[config.mk]
export PLATFORM = sky130hd
export DESIGN_NAME = chunked_serial_link_with_ack_core
export DESIGN_NICKNAME = d
export VERILOG_FILES = /design/src/sv/csl_pkg.sv /design/src/sv/chunked_serial_link_with_ack_core.sv /design/src/sv/csl_cmd_queue.sv /design/src/sv/csl_front.sv /design/src/sv/csl_back.sv
export VERILOG_INCLUDE_DIRS = /design/src /design/src/sv
export SDC_FILE = /design/constraint.sdc
export NUM_CORES = 1
export LEC_CHECK = 0
export BUFFER_PORTS_ARGS = -buffer_cell sky130_fd_sc_hd__buf_2
export CAP_MARGIN = 20
export CORE_AREA = 2 2 162 164
export CTS_BUF_LIST = sky130_fd_sc_hd__clkbuf_4
export DETAILED_ROUTE_END_ITERATION = 6
export DIE_AREA = 0 0 164 166
export PLACE_DENSITY = 0.8
export SYNTH_ARGS = -nofsm -noshare
export SYNTH_HDL_FRONTEND = slang
export SYNTH_SLANG_ARGS = --single-unit
[constraint.sdc]
create_clock -name clk_i -period 7.94 [get_ports clk_i]
set_input_delay 1.588 -clock clk_i [delete_from_list [all_inputs] [get_ports clk_i]]
set_output_delay 1.588 -clock clk_i [all_outputs]
set_load 0.02 [all_outputs]
[src/sv/chunked_serial_link_with_ack_core_macros.svh]
// ----------------------------------------------------------------------------
// Assertion macros for the chunked serial link core
// Shared concurrent assertion forms, clocked on clk_i and held off in reset.
// ----------------------------------------------------------------------------
`ifndef CHUNKED_SERIAL_LINK_WITH_ACK_CORE_MACROS_SVH
`define CHUNKED_SERIAL_LINK_WITH_ACK_CORE_MACROS_SVH

// Property must hold at every edge outside reset
`define CSL_ASSERT(lbl, prop, msg) \
  lbl: assert property (@(posedge clk_i) disable iff (!rst_ni) prop) else $error(msg);

// Condition must never be seen outside reset
`define CSL_NEVER(lbl, cond, msg) \
  lbl: assert property (@(posedge clk_i) disable iff (!rst_ni) !(cond)) else $error(msg);

`endif

[src/sv/csl_pkg.sv]
// ----------------------------------------------------------------------------
// csl_pkg
// Types and constants shared by the chunked serial link core.
// ----------------------------------------------------------------------------
package csl_pkg;

  // Fixed field widths
  localparam int BYTE_W    = 8;
  localparam int REM_W     = 17;  // header plus 16-bit length
  localparam int CFG_IDX_W = 1;

  // Command queue geometry
  localparam int QDEPTH = 2;
  localparam int QPTR_W = 1;
  localparam int QCNT_W = 2;

  // Register indexes
  localparam logic [CFG_IDX_W-1:0] CFG_SYNC_FIRST  = 1'd0;
  localparam logic [CFG_IDX_W-1:0] CFG_SYNC_SECOND = 1'd1;

  // Reset values of the magic bytes
  localparam logic [BYTE_W-1:0] SYNC_FIRST_RST  = 8'hAA;
  localparam logic [BYTE_W-1:0] SYNC_SECOND_RST = 8'h55;

  // Acknowledge sequence
  localparam logic [BYTE_W-1:0] ACK_A_BYTE = 8'h41;
  localparam logic [BYTE_W-1:0] ACK_C_BYTE = 8'h43;
  localparam logic [BYTE_W-1:0] ACK_K_BYTE = 8'h4B;

  typedef enum logic [1:0] {
    KIND_TO_LINK = 2'd0,
    KIND_TO_HOST = 2'd1,
    KIND_DONE    = 2'd2,
    KIND_REFUSED = 2'd3
  } kind_e;

  typedef enum logic [1:0] {
    ACK_IDLE  = 2'd0,
    ACK_GOT_A = 2'd1,
    ACK_GOT_C = 2'd2
  } ack_e;

  typedef enum logic {
    CMD_SINGLE = 1'b0,
    CMD_CHUNK  = 1'b1
  } cmd_e;

  typedef enum logic [2:0] {
    BK_IDLE,
    BK_FETCH,
    BK_BYTE,
    BK_ACK_A,
    BK_ACK_C,
    BK_ACK_K,
    BK_DONE
  } back_state_e;

  // Work handed from front to back
  typedef struct packed {
    cmd_e              op;
    kind_e             kind;
    logic [BYTE_W-1:0] data;
  } cmd_t;

  // Flags of the chunk being delivered
  typedef struct packed {
    logic first;  // chunk opens with the header window
    logic fin;    // chunk closes the message
  } chunk_info_t;

  // One result beat
  typedef struct packed {
    kind_e             kind;
    logic [BYTE_W-1:0] data;
    logic              last;
  } res_t;

endpackage

[src/sv/chunked_serial_link_with_ack_core.sv]
// ----------------------------------------------------------------------------
// chunked_serial_link_with_ack_core
// Byte link endpoint: chunked receive with A-C-K per chunk, chunked transmit
// gated on the far end's A-C-K.
//
//   channel | direction | handshake             | payload
//   --------+-----------+-----------------------+-------------------------------
//   in      | input     | in_valid_i/in_ready_o | func_i data_byte_i message_end_i
//   out     | output    | out_valid_o/ready_i   | kind_o out_byte_o run_last_o
//   cfg     | input     | cfg_valid_i/ready_o   | cfg_index_i cfg_data_i
//
// A beat with one result is held in the command queue, then in the output register.
// A chunk's bytes leave one at a time, each read from the chunk store's registered
// read port (FETCH then BYTE) before it is loaded; A, C and K follow, plus the
// completion result on a message's final chunk.
// in_ready_o is low from a chunk's last byte until its final result is loaded,
// and while the two-entry command queue is full. Output stalls back up into it.
// No clearing pass after reset; the configuration port is always ready.
// ----------------------------------------------------------------------------
module chunked_serial_link_with_ack_core
  import csl_pkg::*;
#(
  parameter int CHUNK_BYTES  = 16,
  parameter int HEADER_BYTES = 5
) (
  input  logic                 clk_i,
  input  logic                 rst_ni,
  input  logic                 in_valid_i,
  output logic                 in_ready_o,
  input  logic                 func_i,
  input  logic [BYTE_W-1:0]    data_byte_i,
  input  logic                 message_end_i,
  output logic                 out_valid_o,
  input  logic                 out_ready_i,
  output logic [1:0]           kind_o,
  output logic [BYTE_W-1:0]    out_byte_o,
  output logic                 run_last_o,
  input  logic                 cfg_valid_i,
  output logic                 cfg_ready_o,
  input  logic [CFG_IDX_W-1:0] cfg_index_i,
  input  logic [BYTE_W-1:0]    cfg_data_i
);

  localparam int CNT_W = $clog2(CHUNK_BYTES + 1);
  localparam int IDX_W = $clog2(CHUNK_BYTES);

  logic                                q_push, q_pop, q_full, q_empty;
  cmd_t                                q_cmd_in, q_cmd_out;
  logic                                chunk_done;
  logic                                mem_we;
  logic [IDX_W-1:0]                    mem_waddr;
  logic [BYTE_W-1:0]                   mem_wdata;
  logic [HEADER_BYTES-1:0][BYTE_W-1:0] hdr;
  logic [CNT_W-1:0]                    chunk_len;
  chunk_info_t                         chunk_info;
  res_t                                result;

  assign cfg_ready_o = 1'b1;
  assign kind_o      = result.kind;
  assign out_byte_o  = result.data;
  assign run_last_o  = result.last;

  csl_front #(
    .CHUNK_BYTES (CHUNK_BYTES),
    .HEADER_BYTES(HEADER_BYTES),
    .CNT_W       (CNT_W),
    .IDX_W       (IDX_W)
  ) u_front (
    .clk_i        (clk_i),
    .rst_ni       (rst_ni),
    .in_valid_i   (in_valid_i),
    .in_ready_o   (in_ready_o),
    .func_i       (func_i),
    .data_byte_i  (data_byte_i),
    .message_end_i(message_end_i),
    .cfg_valid_i  (cfg_valid_i),
    .cfg_index_i  (cfg_index_i),
    .cfg_data_i   (cfg_data_i),
    .q_push_o     (q_push),
    .q_cmd_o      (q_cmd_in),
    .q_full_i     (q_full),
    .chunk_done_i (chunk_done),
    .mem_we_o     (mem_we),
    .mem_waddr_o  (mem_waddr),
    .mem_wdata_o  (mem_wdata),
    .hdr_o        (hdr),
    .chunk_len_o  (chunk_len),
    .chunk_info_o (chunk_info)
  );

  csl_cmd_queue u_queue (
    .clk_i  (clk_i),
    .rst_ni (rst_ni),
    .push_i (q_push),
    .cmd_i  (q_cmd_in),
    .full_o (q_full),
    .pop_i  (q_pop),
    .cmd_o  (q_cmd_out),
    .empty_o(q_empty)
  );

  csl_back #(
    .CHUNK_BYTES (CHUNK_BYTES),
    .HEADER_BYTES(HEADER_BYTES),
    .CNT_W       (CNT_W),
    .IDX_W       (IDX_W)
  ) u_back (
    .clk_i       (clk_i),
    .rst_ni      (rst_ni),
    .q_cmd_i     (q_cmd_out),
    .q_empty_i   (q_empty),
    .q_pop_o     (q_pop),
    .mem_we_i    (mem_we),
    .mem_waddr_i (mem_waddr),
    .mem_wdata_i (mem_wdata),
    .hdr_i       (hdr),
    .chunk_len_i (chunk_len),
    .chunk_info_i(chunk_info),
    .chunk_done_o(chunk_done),
    .out_valid_o (out_valid_o),
    .out_ready_i (out_ready_i),
    .result_o    (result)
  );

endmodule

[src/sv/csl_cmd_queue.sv]
// ----------------------------------------------------------------------------
// csl_cmd_queue
// Two-entry command queue between the front and back parts.
// ----------------------------------------------------------------------------
module csl_cmd_queue
  import csl_pkg::*;
(
  input  logic clk_i,
  input  logic rst_ni,
  input  logic push_i,
  input  cmd_t cmd_i,
  output logic full_o,
  input  logic pop_i,
  output cmd_t cmd_o,
  output logic empty_o
);

  cmd_t              entry_q [QDEPTH];
  logic [QPTR_W-1:0] wr_ptr_q, wr_ptr_d;
  logic [QPTR_W-1:0] rd_ptr_q, rd_ptr_d;
  logic [QCNT_W-1:0] cnt_q, cnt_d;

  assign full_o  = (cnt_q == QCNT_W'(QDEPTH));
  assign empty_o = (cnt_q == '0);
  assign cmd_o   = entry_q[rd_ptr_q];

  // Pointer and count update
  always_comb begin
    wr_ptr_d = push_i ? wr_ptr_q + 1'b1 : wr_ptr_q;
    rd_ptr_d = pop_i ? rd_ptr_q + 1'b1 : rd_ptr_q;
    cnt_d    = cnt_q;
    if (push_i && !pop_i) begin
      cnt_d = cnt_q + 1'b1;
    end else if (pop_i && !push_i) begin
      cnt_d = cnt_q - 1'b1;
    end
  end

  always_ff @(posedge clk_i or negedge rst_ni) begin
    if (!rst_ni) begin
      wr_ptr_q <= '0;
      rd_ptr_q <= '0;
      cnt_q    <= '0;
    end else begin
      wr_ptr_q <= wr_ptr_d;
      rd_ptr_q <= rd_ptr_d;
      cnt_q    <= cnt_d;
    end
  end

  // Entry storage
  always_ff @(posedge clk_i) begin
    if (push_i) begin
      entry_q[wr_ptr_q] <= cmd_i;
    end
  end

endmodule

[src/sv/csl_front.sv]
// ----------------------------------------------------------------------------
// csl_front
// Accepts beats, keeps the receive, transmit and ack-match state and queues
// the work each beat causes.
// ----------------------------------------------------------------------------
`include "chunked_serial_link_with_ack_core_macros.svh"

module csl_front
  import csl_pkg::*;
#(
  parameter int CHUNK_BYTES  = 16,
  parameter int HEADER_BYTES = 5,
  parameter int CNT_W        = $clog2(CHUNK_BYTES + 1),
  parameter int IDX_W        = $clog2(CHUNK_BYTES)
) (
  input  logic                                clk_i,
  input  logic                                rst_ni,
  // input channel
  input  logic                                in_valid_i,
  output logic                                in_ready_o,
  input  logic                                func_i,
  input  logic [BYTE_W-1:0]                   data_byte_i,
  input  logic                                message_end_i,
  // register writes
  input  logic                                cfg_valid_i,
  input  logic [CFG_IDX_W-1:0]                cfg_index_i,
  input  logic [BYTE_W-1:0]                   cfg_data_i,
  // command queue
  output logic                                q_push_o,
  output cmd_t                                q_cmd_o,
  input  logic                                q_full_i,
  // chunk hand-off to back
  input  logic                                chunk_done_i,
  output logic                                mem_we_o,
  output logic [IDX_W-1:0]                    mem_waddr_o,
  output logic [BYTE_W-1:0]                   mem_wdata_o,
  output logic [HEADER_BYTES-1:0][BYTE_W-1:0] hdr_o,
  output logic [CNT_W-1:0]                    chunk_len_o,
  output chunk_info_t                         chunk_info_o
);

  logic [BYTE_W-1:0]                   sync_first_q, sync_second_q;
  logic [HEADER_BYTES-1:0][BYTE_W-1:0] hdr_q, hdr_d;
  logic [CNT_W-1:0]                    fill_q, fill_d;
  logic                                hdr_done_q, hdr_done_d;
  logic                                first_q, first_d;
  logic [REM_W-1:0]                    remain_q, remain_d;
  ack_e                                ack_q, ack_d;
  logic                                await_q, await_d;
  logic [CNT_W-1:0]                    send_cnt_q, send_cnt_d;
  logic                                pend_q, pend_d;
  logic [CNT_W-1:0]                    len_q, len_d;
  chunk_info_t                         info_q, info_d;

  logic [HEADER_BYTES-1:0][BYTE_W-1:0] win;
  logic [HEADER_BYTES-1:0][BYTE_W-1:0] win_shift;
  logic [CNT_W-1:0]                    fill_new;
  logic [REM_W-1:0]                    rem_src;
  logic [REM_W-1:0]                    rem_after;
  logic [CNT_W-1:0]                    want;
  logic                                check_chunk;
  logic                                first_now;
  logic                                accept;

  assign in_ready_o   = !q_full_i && !pend_q;
  assign accept       = in_valid_i && in_ready_o;
  assign hdr_o        = hdr_q;
  assign chunk_len_o  = len_q;
  assign chunk_info_o = info_q;
  assign mem_waddr_o  = fill_q[IDX_W-1:0];
  assign mem_wdata_o  = data_byte_i;
  assign fill_new     = fill_q + 1'b1;

  // Header window with the new byte placed, and its one-byte resync shift
  always_comb begin
    win = hdr_q;
    for (int i = 0; i < HEADER_BYTES; i++) begin
      if (fill_q == CNT_W'(i)) begin
        win[i] = data_byte_i;
      end
    end
    win_shift = win;
    for (int i = 0; i < HEADER_BYTES - 1; i++) begin
      win_shift[i] = win[i + 1];
    end
  end

  // Chunk size still owed: parsed length right at parse, else the running rest
  always_comb begin
    if (!hdr_done_q) begin
      rem_src = REM_W'(HEADER_BYTES) + REM_W'({win[4], win[3]});
    end else begin
      rem_src = remain_q;
    end
    if (rem_src < REM_W'(CHUNK_BYTES)) begin
      want = rem_src[CNT_W-1:0];
    end else begin
      want = CNT_W'(CHUNK_BYTES);
    end
    rem_after = rem_src - REM_W'(want);
  end

  // Per-beat state update and command generation
  always_comb begin
    hdr_d       = hdr_q;
    fill_d      = fill_q;
    hdr_done_d  = hdr_done_q;
    first_d     = first_q;
    remain_d    = remain_q;
    ack_d       = ack_q;
    await_d     = await_q;
    send_cnt_d  = send_cnt_q;
    pend_d      = pend_q && !chunk_done_i;
    len_d       = len_q;
    info_d      = info_q;
    q_push_o    = 1'b0;
    q_cmd_o     = '{op: CMD_SINGLE, kind: KIND_TO_LINK, data: data_byte_i};
    mem_we_o    = 1'b0;
    check_chunk = 1'b0;
    first_now   = first_q;

    if (accept) begin
      if (!func_i) begin
        if (await_q) begin
          // ack matcher, A always restarts
          if (ack_q == ACK_GOT_C && data_byte_i == ACK_K_BYTE) begin
            ack_d   = ACK_IDLE;
            await_d = 1'b0;
          end else if (ack_q == ACK_GOT_A && data_byte_i == ACK_C_BYTE) begin
            ack_d = ACK_GOT_C;
          end else if (data_byte_i == ACK_A_BYTE) begin
            ack_d = ACK_GOT_A;
          end else begin
            ack_d = ACK_IDLE;
          end
        end else if (!hdr_done_q) begin
          // header hunt
          if (fill_new < CNT_W'(HEADER_BYTES)) begin
            hdr_d  = win;
            fill_d = fill_new;
          end else if (win[0] != sync_first_q || win[1] != sync_second_q) begin
            hdr_d  = win_shift;
            fill_d = CNT_W'(HEADER_BYTES - 1);
          end else begin
            hdr_d       = win;
            fill_d      = fill_new;
            hdr_done_d  = 1'b1;
            first_now   = 1'b1;
            first_d     = 1'b1;
            remain_d    = rem_src;
            check_chunk = 1'b1;
          end
        end else begin
          // payload byte into the chunk store
          mem_we_o    = 1'b1;
          fill_d      = fill_new;
          check_chunk = 1'b1;
        end

        // full chunk: hand it to the back part
        if (check_chunk && fill_new >= want) begin
          q_push_o    = 1'b1;
          q_cmd_o.op  = CMD_CHUNK;
          pend_d      = 1'b1;
          len_d       = want;
          info_d      = '{first: first_now, fin: (rem_after == '0)};
          remain_d    = rem_after;
          fill_d      = '0;
          first_d     = 1'b0;
          if (rem_after == '0) begin
            hdr_done_d = 1'b0;
          end
        end
      end else if (await_q) begin
        q_push_o     = 1'b1;
        q_cmd_o.kind = KIND_REFUSED;
        q_cmd_o.data = '0;
      end else begin
        // host byte straight to the link
        q_push_o = 1'b1;
        if (send_cnt_q + 1'b1 == CNT_W'(CHUNK_BYTES) || message_end_i) begin
          await_d    = 1'b1;
          send_cnt_d = '0;
        end else begin
          send_cnt_d = send_cnt_q + 1'b1;
        end
      end
    end
  end

  // Configuration registers
  always_ff @(posedge clk_i or negedge rst_ni) begin
    if (!rst_ni) begin
      sync_first_q  <= SYNC_FIRST_RST;
      sync_second_q <= SYNC_SECOND_RST;
    end else if (cfg_valid_i) begin
      case (cfg_index_i)
        CFG_SYNC_FIRST:  sync_first_q  <= cfg_data_i;
        CFG_SYNC_SECOND: sync_second_q <= cfg_data_i;
        default: ;
      endcase
    end
  end

  // Control state
  always_ff @(posedge clk_i or negedge rst_ni) begin
    if (!rst_ni) begin
      fill_q     <= '0;
      hdr_done_q <= 1'b0;
      first_q    <= 1'b0;
      remain_q   <= '0;
      ack_q      <= ACK_IDLE;
      await_q    <= 1'b0;
      send_cnt_q <= '0;
      pend_q     <= 1'b0;
      len_q      <= '0;
      info_q     <= '0;
    end else begin
      fill_q     <= fill_d;
      hdr_done_q <= hdr_done_d;
      first_q    <= first_d;
      remain_q   <= remain_d;
      ack_q      <= ack_d;
      await_q    <= await_d;
      send_cnt_q <= send_cnt_d;
      pend_q     <= pend_d;
      len_q      <= len_d;
      info_q     <= info_d;
    end
  end

  // Header window bytes
  always_ff @(posedge clk_i) begin
    hdr_q <= hdr_d;
  end

  `CSL_ASSERT(a_hdr_fill_bound, !hdr_done_q |-> fill_q < CNT_W'(HEADER_BYTES), "header fill overrun")
  `CSL_ASSERT(a_chunk_marks_pend, (q_push_o && q_cmd_o.op == CMD_CHUNK) |=> pend_q, "chunk not held")
  `CSL_NEVER(a_push_full, q_push_o && q_full_i, "push into full queue")

endmodule

[src/sv/csl_back.sv]
// ----------------------------------------------------------------------------
// csl_back
// Carries out queued commands: single results, and chunk delivery from the
// chunk store followed by A-C-K and the completion result.
// ----------------------------------------------------------------------------
`include "chunked_serial_link_with_ack_core_macros.svh"

module csl_back
  import csl_pkg::*;
#(
  parameter int CHUNK_BYTES  = 16,
  parameter int HEADER_BYTES = 5,
  parameter int CNT_W        = $clog2(CHUNK_BYTES + 1),
  parameter int IDX_W        = $clog2(CHUNK_BYTES)
) (
  input  logic                                clk_i,
  input  logic                                rst_ni,
  // command queue
  input  cmd_t                                q_cmd_i,
  input  logic                                q_empty_i,
  output logic                                q_pop_o,
  // chunk store write port and chunk context
  input  logic                                mem_we_i,
  input  logic [IDX_W-1:0]                    mem_waddr_i,
  input  logic [BYTE_W-1:0]                   mem_wdata_i,
  input  logic [HEADER_BYTES-1:0][BYTE_W-1:0] hdr_i,
  input  logic [CNT_W-1:0]                    chunk_len_i,
  input  chunk_info_t                         chunk_info_i,
  output logic                                chunk_done_o,
  // result channel
  output logic                                out_valid_o,
  input  logic                                out_ready_i,
  output res_t                                result_o
);

  logic [BYTE_W-1:0] mem [CHUNK_BYTES];
  logic [BYTE_W-1:0] rd_q;

  back_state_e       state_q, state_d;
  logic [IDX_W-1:0]  idx_q, idx_d;
  logic              out_valid_q, out_valid_d;
  res_t              out_q, out_d;
  logic              rd_en;
  logic              free;
  logic              hdr_hit;
  logic [BYTE_W-1:0] hdr_byte;
  logic [BYTE_W-1:0] byte_sel;

  assign out_valid_o = out_valid_q;
  assign result_o    = out_q;
  assign free        = !out_valid_q || out_ready_i;

  // Chunk store
  always_ff @(posedge clk_i) begin
    if (mem_we_i) begin
      mem[mem_waddr_i] <= mem_wdata_i;
    end
    if (rd_en) begin
      rd_q <= mem[idx_q];
    end
  end

  // Leading bytes of the first chunk come from the header window
  always_comb begin
    hdr_hit  = 1'b0;
    hdr_byte = '0;
    for (int i = 0; i < HEADER_BYTES; i++) begin
      if (idx_q == IDX_W'(i)) begin
        hdr_hit  = 1'b1;
        hdr_byte = hdr_i[i];
      end
    end
    byte_sel = (chunk_info_i.first && hdr_hit) ? hdr_byte : rd_q;
  end

  // Sequencer
  always_comb begin
    state_d      = state_q;
    idx_d        = idx_q;
    out_valid_d  = out_valid_q && !out_ready_i;
    out_d        = out_q;
    q_pop_o      = 1'b0;
    rd_en        = 1'b0;
    chunk_done_o = 1'b0;

    case (state_q)
      BK_IDLE: begin
        if (!q_empty_i) begin
          if (q_cmd_i.op == CMD_CHUNK) begin
            q_pop_o = 1'b1;
            idx_d   = '0;
            state_d = BK_FETCH;
          end else if (free) begin
            q_pop_o     = 1'b1;
            out_valid_d = 1'b1;
            out_d       = '{kind: q_cmd_i.kind, data: q_cmd_i.data, last: 1'b1};
          end
        end
      end
      BK_FETCH: begin
        rd_en   = 1'b1;
        state_d = BK_BYTE;
      end
      BK_BYTE: begin
        if (free) begin
          out_valid_d = 1'b1;
          out_d       = '{kind: KIND_TO_HOST, data: byte_sel, last: 1'b0};
          if (CNT_W'(idx_q) + 1'b1 == chunk_len_i) begin
            state_d = BK_ACK_A;
          end else begin
            idx_d   = idx_q + 1'b1;
            state_d = BK_FETCH;
          end
        end
      end
      BK_ACK_A: begin
        if (free) begin
          out_valid_d = 1'b1;
          out_d       = '{kind: KIND_TO_LINK, data: ACK_A_BYTE, last: 1'b0};
          state_d     = BK_ACK_C;
        end
      end
      BK_ACK_C: begin
        if (free) begin
          out_valid_d = 1'b1;
          out_d       = '{kind: KIND_TO_LINK, data: ACK_C_BYTE, last: 1'b0};
          state_d     = BK_ACK_K;
        end
      end
      BK_ACK_K: begin
        if (free) begin
          out_valid_d = 1'b1;
          out_d       = '{kind: KIND_TO_LINK, data: ACK_K_BYTE, last: !chunk_info_i.fin};
          if (chunk_info_i.fin) begin
            state_d = BK_DONE;
          end else begin
            chunk_done_o = 1'b1;
            state_d      = BK_IDLE;
          end
        end
      end
      BK_DONE: begin
        if (free) begin
          out_valid_d  = 1'b1;
          out_d        = '{kind: KIND_DONE, data: '0, last: 1'b1};
          chunk_done_o = 1'b1;
          state_d      = BK_IDLE;
        end
      end
      default: begin
        state_d = BK_IDLE;
      end
    endcase
  end

  always_ff @(posedge clk_i or negedge rst_ni) begin
    if (!rst_ni) begin
      state_q     <= BK_IDLE;
      idx_q       <= '0;
      out_valid_q <= 1'b0;
    end else begin
      state_q     <= state_d;
      idx_q       <= idx_d;
      out_valid_q <= out_valid_d;
    end
  end

  // Result payload
  always_ff @(posedge clk_i) begin
    out_q <= out_d;
  end

  `CSL_ASSERT(a_done_leaves_beat, chunk_done_o |=> out_valid_q, "chunk end without result")
  `CSL_ASSERT(a_idx_in_chunk, (state_q == BK_FETCH || state_q == BK_BYTE) |-> CNT_W'(idx_q) < chunk_len_i, "chunk index past length")
  `CSL_NEVER(a_pop_empty, q_pop_o && q_empty_i, "pop from empty queue")

endmodule

# After elaboration in Yosys (flattened, before gate mapping)
# Memories as Yosys holds them, arrays and structs flattened. A register that Yosys moved wholly into a read port is not among the register bits.
# Cells that the tools add are included.
[op_classes]
add_sub_neg = 10
n_mux = 109
n_eq_ne = 38
n_reduce_logical = 42
magnitude_cmp = 3
bitwise_logic = 4
[ops]
columns = ["operator", "n"]
rows = [
  ["$mux 17", 6],
  ["$mux 11", 9],
  ["$mux 8", 11],
  ["$pmux 11 s6", 1],
  ["$mux 32", 2],
  ["$mux 1", 50],
  ["$mux 5", 7],
  ["$eq 8x7->1 const B", 3],
  ["$mux 3", 8],
  ["$pmux 3 s7", 1],
  ["$mux 10", 2],
  ["$add 3x16->17 const A", 1],
  ["$logic_not 17->1", 1],
  ["$lt 17x5->1 const B", 1],
  ["$sub 17x5->17", 1],
  ["$mux 4", 4],
  ["$ne 2x2->1 const B", 8],
  ["$ne 8x8->1", 2],
  ["$ne 2x1->1 const B", 6],
  ["$reduce_and 3->1", 4],
  ["$add 5x1->5 const B", 2],
  ["$eq 5x2->1 const B", 2],
  ["$logic_and 1x1->1", 10],
  ["$mux 2", 5],
  ["37 further kinds", 59],
]
[word_totals]
ram_bits = 150
n_memories = 2
elab_cells = 235
output_inout_bits = 14
ff_bits = 119
inputBits = 24
[mem_list]
columns = ["name", "words", "width", "read_ports", "rd_clocked_by_memory_dff", "write_ports", "line_no", "source"]
rows = [
  ["u_back.mem", 16, 8, 1, 1, 1, "csl_back.sv:36", "logic [BYTE_W-1:0] mem [CHUNK_BYTES];"],
  ["u_queue.entry_q", 2, 11, 1, 0, 1, "csl_cmd_queue.sv:18", "cmd_t entry_q [QDEPTH];"],
]

# Depth between registers and ports, before layout
# Gate-level depths: netlist (run 1).
[logic_depth]
ltp_word = 18
depth_mapped = 25
ltp_nobuf = 21

# By module
# A second synthesis (run 1) with hierarchy kept.
[hier_totals]
cells_unflattened = 1152
area_unflattened_um2 = 14376.3
[by_module_without_submodules]
columns = ["module", "cells_each", "seq_area_each_um2", "instances", "area_per_inst_um2"]
rows = [
  ["csl_back", 416, 4614.4, 1, 6910.4],
  ["csl_front", 684, 2612.5, 1, 6438.7],
  ["csl_cmd_queue", 50, 760.7, 1, 1016.0],
  ["chunked_serial_link_with_ack_core", 2, 0.0, 1, 11.3],
]

# Worst setup path before layout (run 1)
# Ideal clock, no wire load.
[synth_timing]
path_type = "input -> register"
startpoint = "input data_byte_i[1]"
endpoint = "memory u_queue.entry_q[0][0] (netlist name), enable pin"
n_path_buf = 3
setup_time_ns = 0.377
stages = 19
t_arrival_ns = 5.836
path_slack_ns = 1.727
cell_sequence = "clkbuf_1 -> a21oi_1 -> nor2_1 -> a32oi_4 -> o211ai_1 -> a221oi_1 -> nand4_1 -> buf_2 -> or2_2 -> ha_1 -> nand2_1 -> o21ai_0 -> a21o_1 -> a21oi_1 -> or2_2 -> or2_0 -> buf_2 -> a21oi_1 -> nor2b_1"
[synth_via]
elab_chain_len = 15
word_cells_on_any_way = 24
classes_between = "1 x add/sub; 2 x order compare; 2 x eq/ne; 17 x mux; 2 x reduce/logical"
[synth_lines]
columns = ["element", "line_no", "source"]
rows = [
  ["from (decl)", "chunked_serial_link_with_ack_core.sv:31", "input logic [BYTE_W-1:0] data_byte_i,"],
  ["parallel branches: the longest is 9 deep, another holds $add 3x16->17", "--", ""],
  ["$logic_and 1x1->1 *", "csl_front.sv:161", "if (check_chunk && fill_new >= want) begin"],
  ["$mux 1 *", "csl_front.sv:161", ""],
  ["$mux 1 *", "csl_front.sv:123", "if (!func_i) begin"],
  ["$mux 1 *", "csl_front.sv:122", "if (accept) begin"],
  ["named net q_push", "chunked_serial_link_with_ack_core.sv:47", "logic q_push, q_pop, q_full, q_empty;"],
  ["$mux 1 *", "csl_cmd_queue.sv:53", "if (push_i) begin"],
  ["$mux 1 (implied by the code) *", "csl_cmd_queue.sv:54", "entry_q[wr_ptr_q] <= cmd_i;"],
  ["to (decl)", "csl_cmd_queue.sv:18", ""],
]
# Mark *: on every way through the listed nets, which the timed path passes. The select of a mux whose other input is x is not followed.

# Worst setup path after layout (run 1)
[layout_timing]
startpoint = "input data_byte_i[0]"
endpoint = "memory u_queue.entry_q[0][0] (netlist name), enable pin"
# The elaborated chain is that of the path after synthesis.

==> results of run 1 <==
[logic make-up (layout without fill, tap and decap cells)]
logic type               after synthesis  after routing  synth area share
AND/OR/NAND/NOR                      366            366             0.128
flip-flops                           275            275             0.577
AO/OA/AOI/OAI                        230            230             0.114
buffers and inverters                 99            222            0.0294
multiplexers                          92             92             0.106
XOR/XNOR                              51             51            0.0325
adder cells (fa/ha/maj)               15             15            0.0137
other                                  1              2          0.000273
[final timing paths]
| check | from | to | slack, ns | cells past startpoint |
|---|---|---|---|---|
| worst max-delay path | data_byte_i[0] | u_queue.entry_q[0][0] | 1.72 | 18 |
| worst min-delay path | u_front.chunk_info_o[1] | u_front.chunk_info_o[1] | 0.51 | 1 |
| worst max register to register | u_front.fill_q[0] | u_queue.entry_q[0][0] | 1.99 | 18 |
| worst min register to register | u_front.chunk_info_o[1] | u_front.chunk_info_o[1] | 0.51 | 1 |
| max in group asynchronous | rst_ni | u_back.idx_q[0] | 6.12 | 2 |
| min in group asynchronous | rst_ni | u_back.out_valid_o | 1.10 | 2 |
[metrics by stage]
stage	instances	total power, mW	hold WS, ns	utilization	worst slack, ns
after global routing	1588	4.79	0.528	0.593	1.31
after global placement	1451	3.24	0.470	0.555	1.16
after CTS	1587	4.54	0.500	0.592	1.77
after floorplan	1129	2.87	0.443	-	1.73
final	1588	4.54	0.508	0.593	1.72
after detailed placement	1451	3.27	0.475	0.555	1.06
[power breakdown]
group | internal, mW | switching [mW]
Combinational | 0.513 | 0.804
Sequential | 1.78 | 0.175
Clock | 0.676 | 0.594
[cell type report]
type	count	area, sq um	area share
clock inverters	32	186	0.0123
inverters	32	120	0.00791
diodes	1	2.50	0.000165
well taps	335	419	0.0276
repair buffers	54	315	0.0208
multi-input cells	755	5430	0.357
flip-flops and latches	275	7930	0.522
clock buffers	104	781	0.0514
[state kept, by name (all words and copies together) (netlist names), 3 cells and up]
signal / cells
u_front.sync_second_q: 8
u_back.mem: 128
u_front.send_cnt_q: 5
u_back.result_o: 11
u_back.state_q: 3
u_front.remain_q: 17
u_back.idx_q: 4
u_front.chunk_len_o: 5
u_back.rd_q: 8
u_front.sync_first_q: 8
u_queue.entry_q: 20
u_front.fill_q: 5
u_front.hdr_o: 40
[cells in the final DEF (no fill, tap or decap), types with 5 or more instances in the layout]
cell and instances:
o22ai_1 30, clkinv_1 25, and2_1 14, nand2b_1 14
mux2_2 26, and3_1 6, dfstp_2 8, o21ai_0 54
mux4_2 40, clkbuf_4 104, a211oi_1 5, xor2_1 25
nand4_1 6, nor2_1 135, nand3_1 30, o31ai_1 11
o211ai_1 6, a211o_1 6, xnor2_1 26, inv_1 31
a31oi_1 10, nor2b_1 10, a21oi_1 47, or3_1 9
buf_4 18, a221oi_1 18, nor3_1 23, nor3b_1 5
mux2i_1 26, buf_2 36, dfrtp_1 59, ha_1 15
edfxtp_1 207, nand2_1 85
[per-layer routing]
layer,global-route usage,share of wire,vias to the layer above
met5,0,0,-
met4,0.101,0.029,0
met3,0.0612,0.11,80
met2,0.393,0.46,652
met1,0.366,0.40,4829
li1,-,-,4428
[worst max-delay path, stage by stage]
cell and delay [ns]:
buf_2 0.17, a21oi_1 0.60, nor2_1 0.23, a32oi_4 0.45
o211ai_1 0.19, a221oi_1 0.30, nand4_1 0.12, buf_4 0.19
or2_2 0.32, ha_1 0.30, nand2_1 0.04, o21ai_0 0.14
a21o_1 0.13, a21oi_1 0.09, or2_2 0.29, or2_0 0.26
a21oi_1 0.32, nor2b_1 0.76
==> impl_metrics.py, run 1 <==
metrics = {
    "outcome": {
        "outcome": "finished with violations",
        "failed_checks": "design-rule violations",
    },
    "drt": {
        "drt_wl_total_um": 34200,
        "drt_iter0_markers": 1252,
        "wl_per_cell_um": 21.5,
        "vias_per_cell": 6.29,
        "via_count": 9989,
        "detail-route-antenna-nets": 0,
        "dr.pass1.iters": 7,
        "drc_errors": 1,
    },
    "clock_tree": {
        "cts_resized": 0,
        "clock_sinks": 275,
        "htree_levels": 3,
        "cts_root_buf": "clkbuf_4",
        "cts_max_path_buffers": 3,
        "cts_setup_buffers": 0,
        "holdBufCountCts": 0,
        "clkTransAtPathRegs_ns": 0.06,
        "numCtsBuffers": 73,
        "cts_tree": "done",
        "clock_latency_ns": 0.71,
    },
    "die": {
        "rows": 59,
        "ios": 38,
        "core_area_sq_um": 25600,
        "fp.dieH_um": 166,
        "die_area_sq_um": 27200,
        "initial_core_util": 0.537,
        "die_w_um": 164,
    },
    "worst_setup_path": {
        "crit_fanout": 15,
        "cp.required_ns": 8.24,
        "worstSetupEndpointType": "register",
        "critPathArrivalTime_ns": 6.53,
        "criticalPathCategory": "input port to register",
        "start_kind": "input port",
    },
    "timing": {
        "setup_violations": 0,
        "finalCritPeriodShare": 0.784,
        "relSlewSlack": 0.271,
        "fin_tns_setup_ns": 0,
        "tightestPinTransition_ns": 1.09,
        "worst_clock_skew_ns": 0.0445,
        "final_hold_viol_count": 0,
        "grt_setup_unrepaired": "no",
        "fmax_mhz": 161,
        "drv_slew": 0,
        "finalCriticalPeriod_ns": 6.22,
    },
    "synthesis": {
        "ys_warn_count": 0,
        "ys_seq_area_frac": 0.577,
        "synth_top_cell_area_share": 0.452,
        "syn_nets": 1168,
        "syn_area_per_cell_sq_um": 12.2,
        "synthDistinctLibCells": 76,
        "syn-instance-count": 1129,
        "synth_edf_count": 207,
        "synth_area_leaders": "edfxtp_1, dfrtp_1, mux4_2",
        "async_reset_ff_frac": 0.247,
        "synth_area_sq_um": 13700,
        "yosysMostFrequentCell": "edfxtp_1",
        "synth.largest_area_cell": "edfxtp_1",
        "synth-main-ff-cell": "edfxtp_1",
        "ys_ff_latch": 275,
        "ys_top_cells_by_count": "edfxtp_1, nor2_1, nand2_1, dfrtp_1, o21ai_0",
    },
    "global_routing": {
        "grt_usage": 0.260,
        "grt_max_degree": 69,
        "antenna_found_initial": 1,
        "first_global_vias": 9768,
        "overflow": 0,
        "grt_first_pass_wirelength_um": 54100,
    },
    "finish": {
        "fillers": 1997,
        "drive_gt1_frac": 0.208,
        "fin_area_sq_um": 15200,
        "layout.nets": 1230,
        "syn_to_final_growth_pct": 10.5,
    },
    "power": {
        "power.density_nw_per_um2": 299,
        "p_leak_nw": 5.52,
        "vdd.ir_drop.worst_mv": 0.168,
    },
    "place": {
        "place_congestion": 0.897,
        "dp_hpwl_um": 23100,
        "place_area_sq_um": 14200,
        "io_buffers": 36,
    },
    "job": {
        "maxCapViolations": 0,
    },
    "hold_path": {
        "hold_class": "register to register",
    },
}
Note: power is estimated with default switching activity, not from simulation.
==> run 2, diff against run 1 <==
clock period = 5.8 ns   (was 7.94 ns; I/O delays follow)
==> run 2 against run 1 <==
  * The flow now finishes without violations
  * Power rose by 38%
  * Critical path depth unchanged
  * Wire length increased by 4.7%
  * Sequential share of layout area fell by 0.89 points
  * Critical path type is now register to register
  * Critical endpoint is now u_front.remain_q[15]
  * Largest power group unchanged
==> impl_metrics.py, run 2 (synthesis gave the netlist of run 1 again) <==
metrics = {
    "outcome": {
        "outcome": "complete, no violations",
    },
    "worst_setup_path": {
        "crit_slowest_cell": "or4b_4",
        "r2r_end": "u_front.remain_q[15]",
        "path_cells": "ha_1 > or4b_4 > and4_1 > a32oi_4 > o211ai_1 > a221oi_1 > nand4_1 > or2_2 > ha_1 > nand2_1 > o21ai_0 > a21o_1 > a21oi_1 > or2_2 > or2_0 > or4_1 > xnor2_1 > a211o_1",
        "critPathArrivalTime_ns": 6.07,
        "cp.required_ns": 6.40,
        "start_kind": "register",
        "r2r_cells": 18,
        "cp_num_buf_inv": 0,
        "cpPeakStageDelay_ns": 0.65,
        "r2r_slack_ns": 0.33,
        "r2r_start": "u_front.fill_q[0]",
        "worstSetupEndpointType": "register",
        "critPathTopFamily": "simple AND/OR/NAND/NOR gates",
        "crit_fanout": 20,
        "criticalPathCategory": "register to register",
    },
    "finish": {
        "largest_register": "u_back.mem",
        "drive_gt1_frac": 0.235,
        "syn_to_final_growth_pct": 12.4,
        "layout.nets": 1263,
        "fin_area_sq_um": 15400,
        "largest_reg_flops": 128,
        "mostFrequentLayoutCells": "edfxtp_1, nor2_1, clkbuf_4",
        "mostFrequentLayoutCell": "edfxtp_1",
    },
    "place": {
        "place_area_sq_um": 14500,
        "place_ws_ns": 0.0910,
        "io_buffers": 36,
        "place_congestion": 0.954,
        "dp_hpwl_um": 24600,
    },
    "timing": {
        "finalCritPeriodShare": 0.943,
        "fin_tns_setup_ns": 0,
        "relSlewSlack": 0.244,
        "finalCriticalPeriod_ns": 5.47,
        "grt_setup_unrepaired": "no",
        "setup_violations": 0,
        "fmax_mhz": 183,
        "layout_setup_ws_ns": 0.333,
        "drv_slew": 0,
        "worst_clock_skew_ns": 0.0564,
        "tightestPinTransition_ns": 1.13,
        "final_hold_viol_count": 0,
    },
    "clock_tree": {
        "htree_levels": 3,
        "clock_sinks": 275,
        "cts_root_buf": "clkbuf_4",
        "cts_tree": "done",
        "holdBufCountCts": 0,
        "cts_resized": 0,
        "cts_setup_buffers": 0,
        "clock_latency_ns": 0.72,
        "cts_max_path_buffers": 3,
        "numCtsBuffers": 72,
        "clkTransAtPathRegs_ns": 0.06,
    },
    "global_routing": {
        "grt_usage": 0.269,
        "grt_first_pass_wirelength_um": 55800,
        "antenna_found_initial": 2,
        "grt_max_degree": 61,
        "first_global_vias": 10100,
        "overflow": 0,
    },
    "drt": {
        "drc_errors": 0,
        "wl_per_cell_um": 22.1,
        "via_count": 10100,
        "dr.pass1.iters": 6,
        "vias_per_cell": 6.24,
        "drt_wl_total_um": 35800,
        "detail-route-antenna-nets": 0,
        "drt_iter0_markers": 1236,
    },
    "power": {
        "power_switching_mw": 2.18,
        "power.density_nw_per_um2": 405,
        "p_int_mw": 4.07,
        "vdd.ir_drop.worst_mv": 0.304,
        "p_clk_frac": 0.276,
        "sw_frac_of_total": 0.348,
        "seq_power_share": 0.432,
        "p_leak_nw": 5.68,
        "p_comb_frac": 0.293,
    },
    "die": {
        "fp.dieH_um": 166,
        "die_area_sq_um": 27200,
        "rows": 59,
        "initial_core_util": 0.537,
        "core_area_sq_um": 25600,
        "die_w_um": 164,
        "ios": 38,
    },
    "hold_path": {
        "hold_class": "input port to async pin",
    },
    "job": {
        "maxCapViolations": 0,
    },
}
run 2: cell types whose count changed in the layout (fill, tap and decap cells not counted), sizes merged:
| cell | previous run | this run |
|---|---|---|
| buf | 54 | 88 |
| bufinv | 2 | 0 |
| clkbuf | 104 | 112 |
| clkinv | 30 | 17 |
| clkinvlp | 1 | 2 |
| inv | 31 | 34 |
run 2: worst max path at each step:
stage,from,cells after the start,slack (ns),end
after floorplan,data_byte_i[1],19,0.01,u_queue.entry_q[0][0]
after global placement,data_byte_i[4],19,0.33,u_front.remain_q[15]
after detailed placement,data_byte_i[4],19,0.09,u_front.remain_q[15]
after CTS,u_front.fill_q[0],18,0.38,u_front.remain_q[15]
after global routing,u_front.fill_q[0],19,0.03,u_front.remain_q[16]
final,u_front.fill_q[0],18,0.33,u_front.remain_q[15]
run 2: stage by stage:
step                      hold slack (ns)  power (mW)  std cells   util
after floorplan                     0.443        3.93       1129      -
after global placement              0.460        4.46       1485  0.565
after detailed placement            0.470        4.52       1485  0.565
after CTS                           0.286        6.24       1618  0.603
after global routing                0.296        6.57       1619  0.603
final                               0.302        6.25       1619  0.603
run 2: area by class of cell:
class	count	area, sq um
well taps	335	419
diodes	1	2.50
multi-input cells	755	5430
fillers	1986	10200
inverters	32	120
clock inverters	21	119
clock buffers	112	841
flip-flops and latches	275	7930
repair buffers	88	583
run 2: layer usage:
layer / vias to the layer above / global-route usage / share of wire
met5: - / 0.0309 / 0.0031
met4: 2 / 0.106 / 0.030
met3: 89 / 0.0629 / 0.092
met2: 571 / 0.420 / 0.47
met1: 4924 / 0.364 / 0.41
li1: 4510 / - / -
run 2: power groups by stage:
stage / sequential [mW] / clock (mW) / combinational [mW]
3_3_place_gp: 2.72 / 0 / 1.74
3_5_place_dp: 2.73 / 0 / 1.79
4_1_cts: 2.69 / 1.75 / 1.80
5_1_grt: 2.73 / 1.86 / 1.99
2_1_floorplan: 2.66 / 0 / 1.27
6_report: 2.70 / 1.72 / 1.83
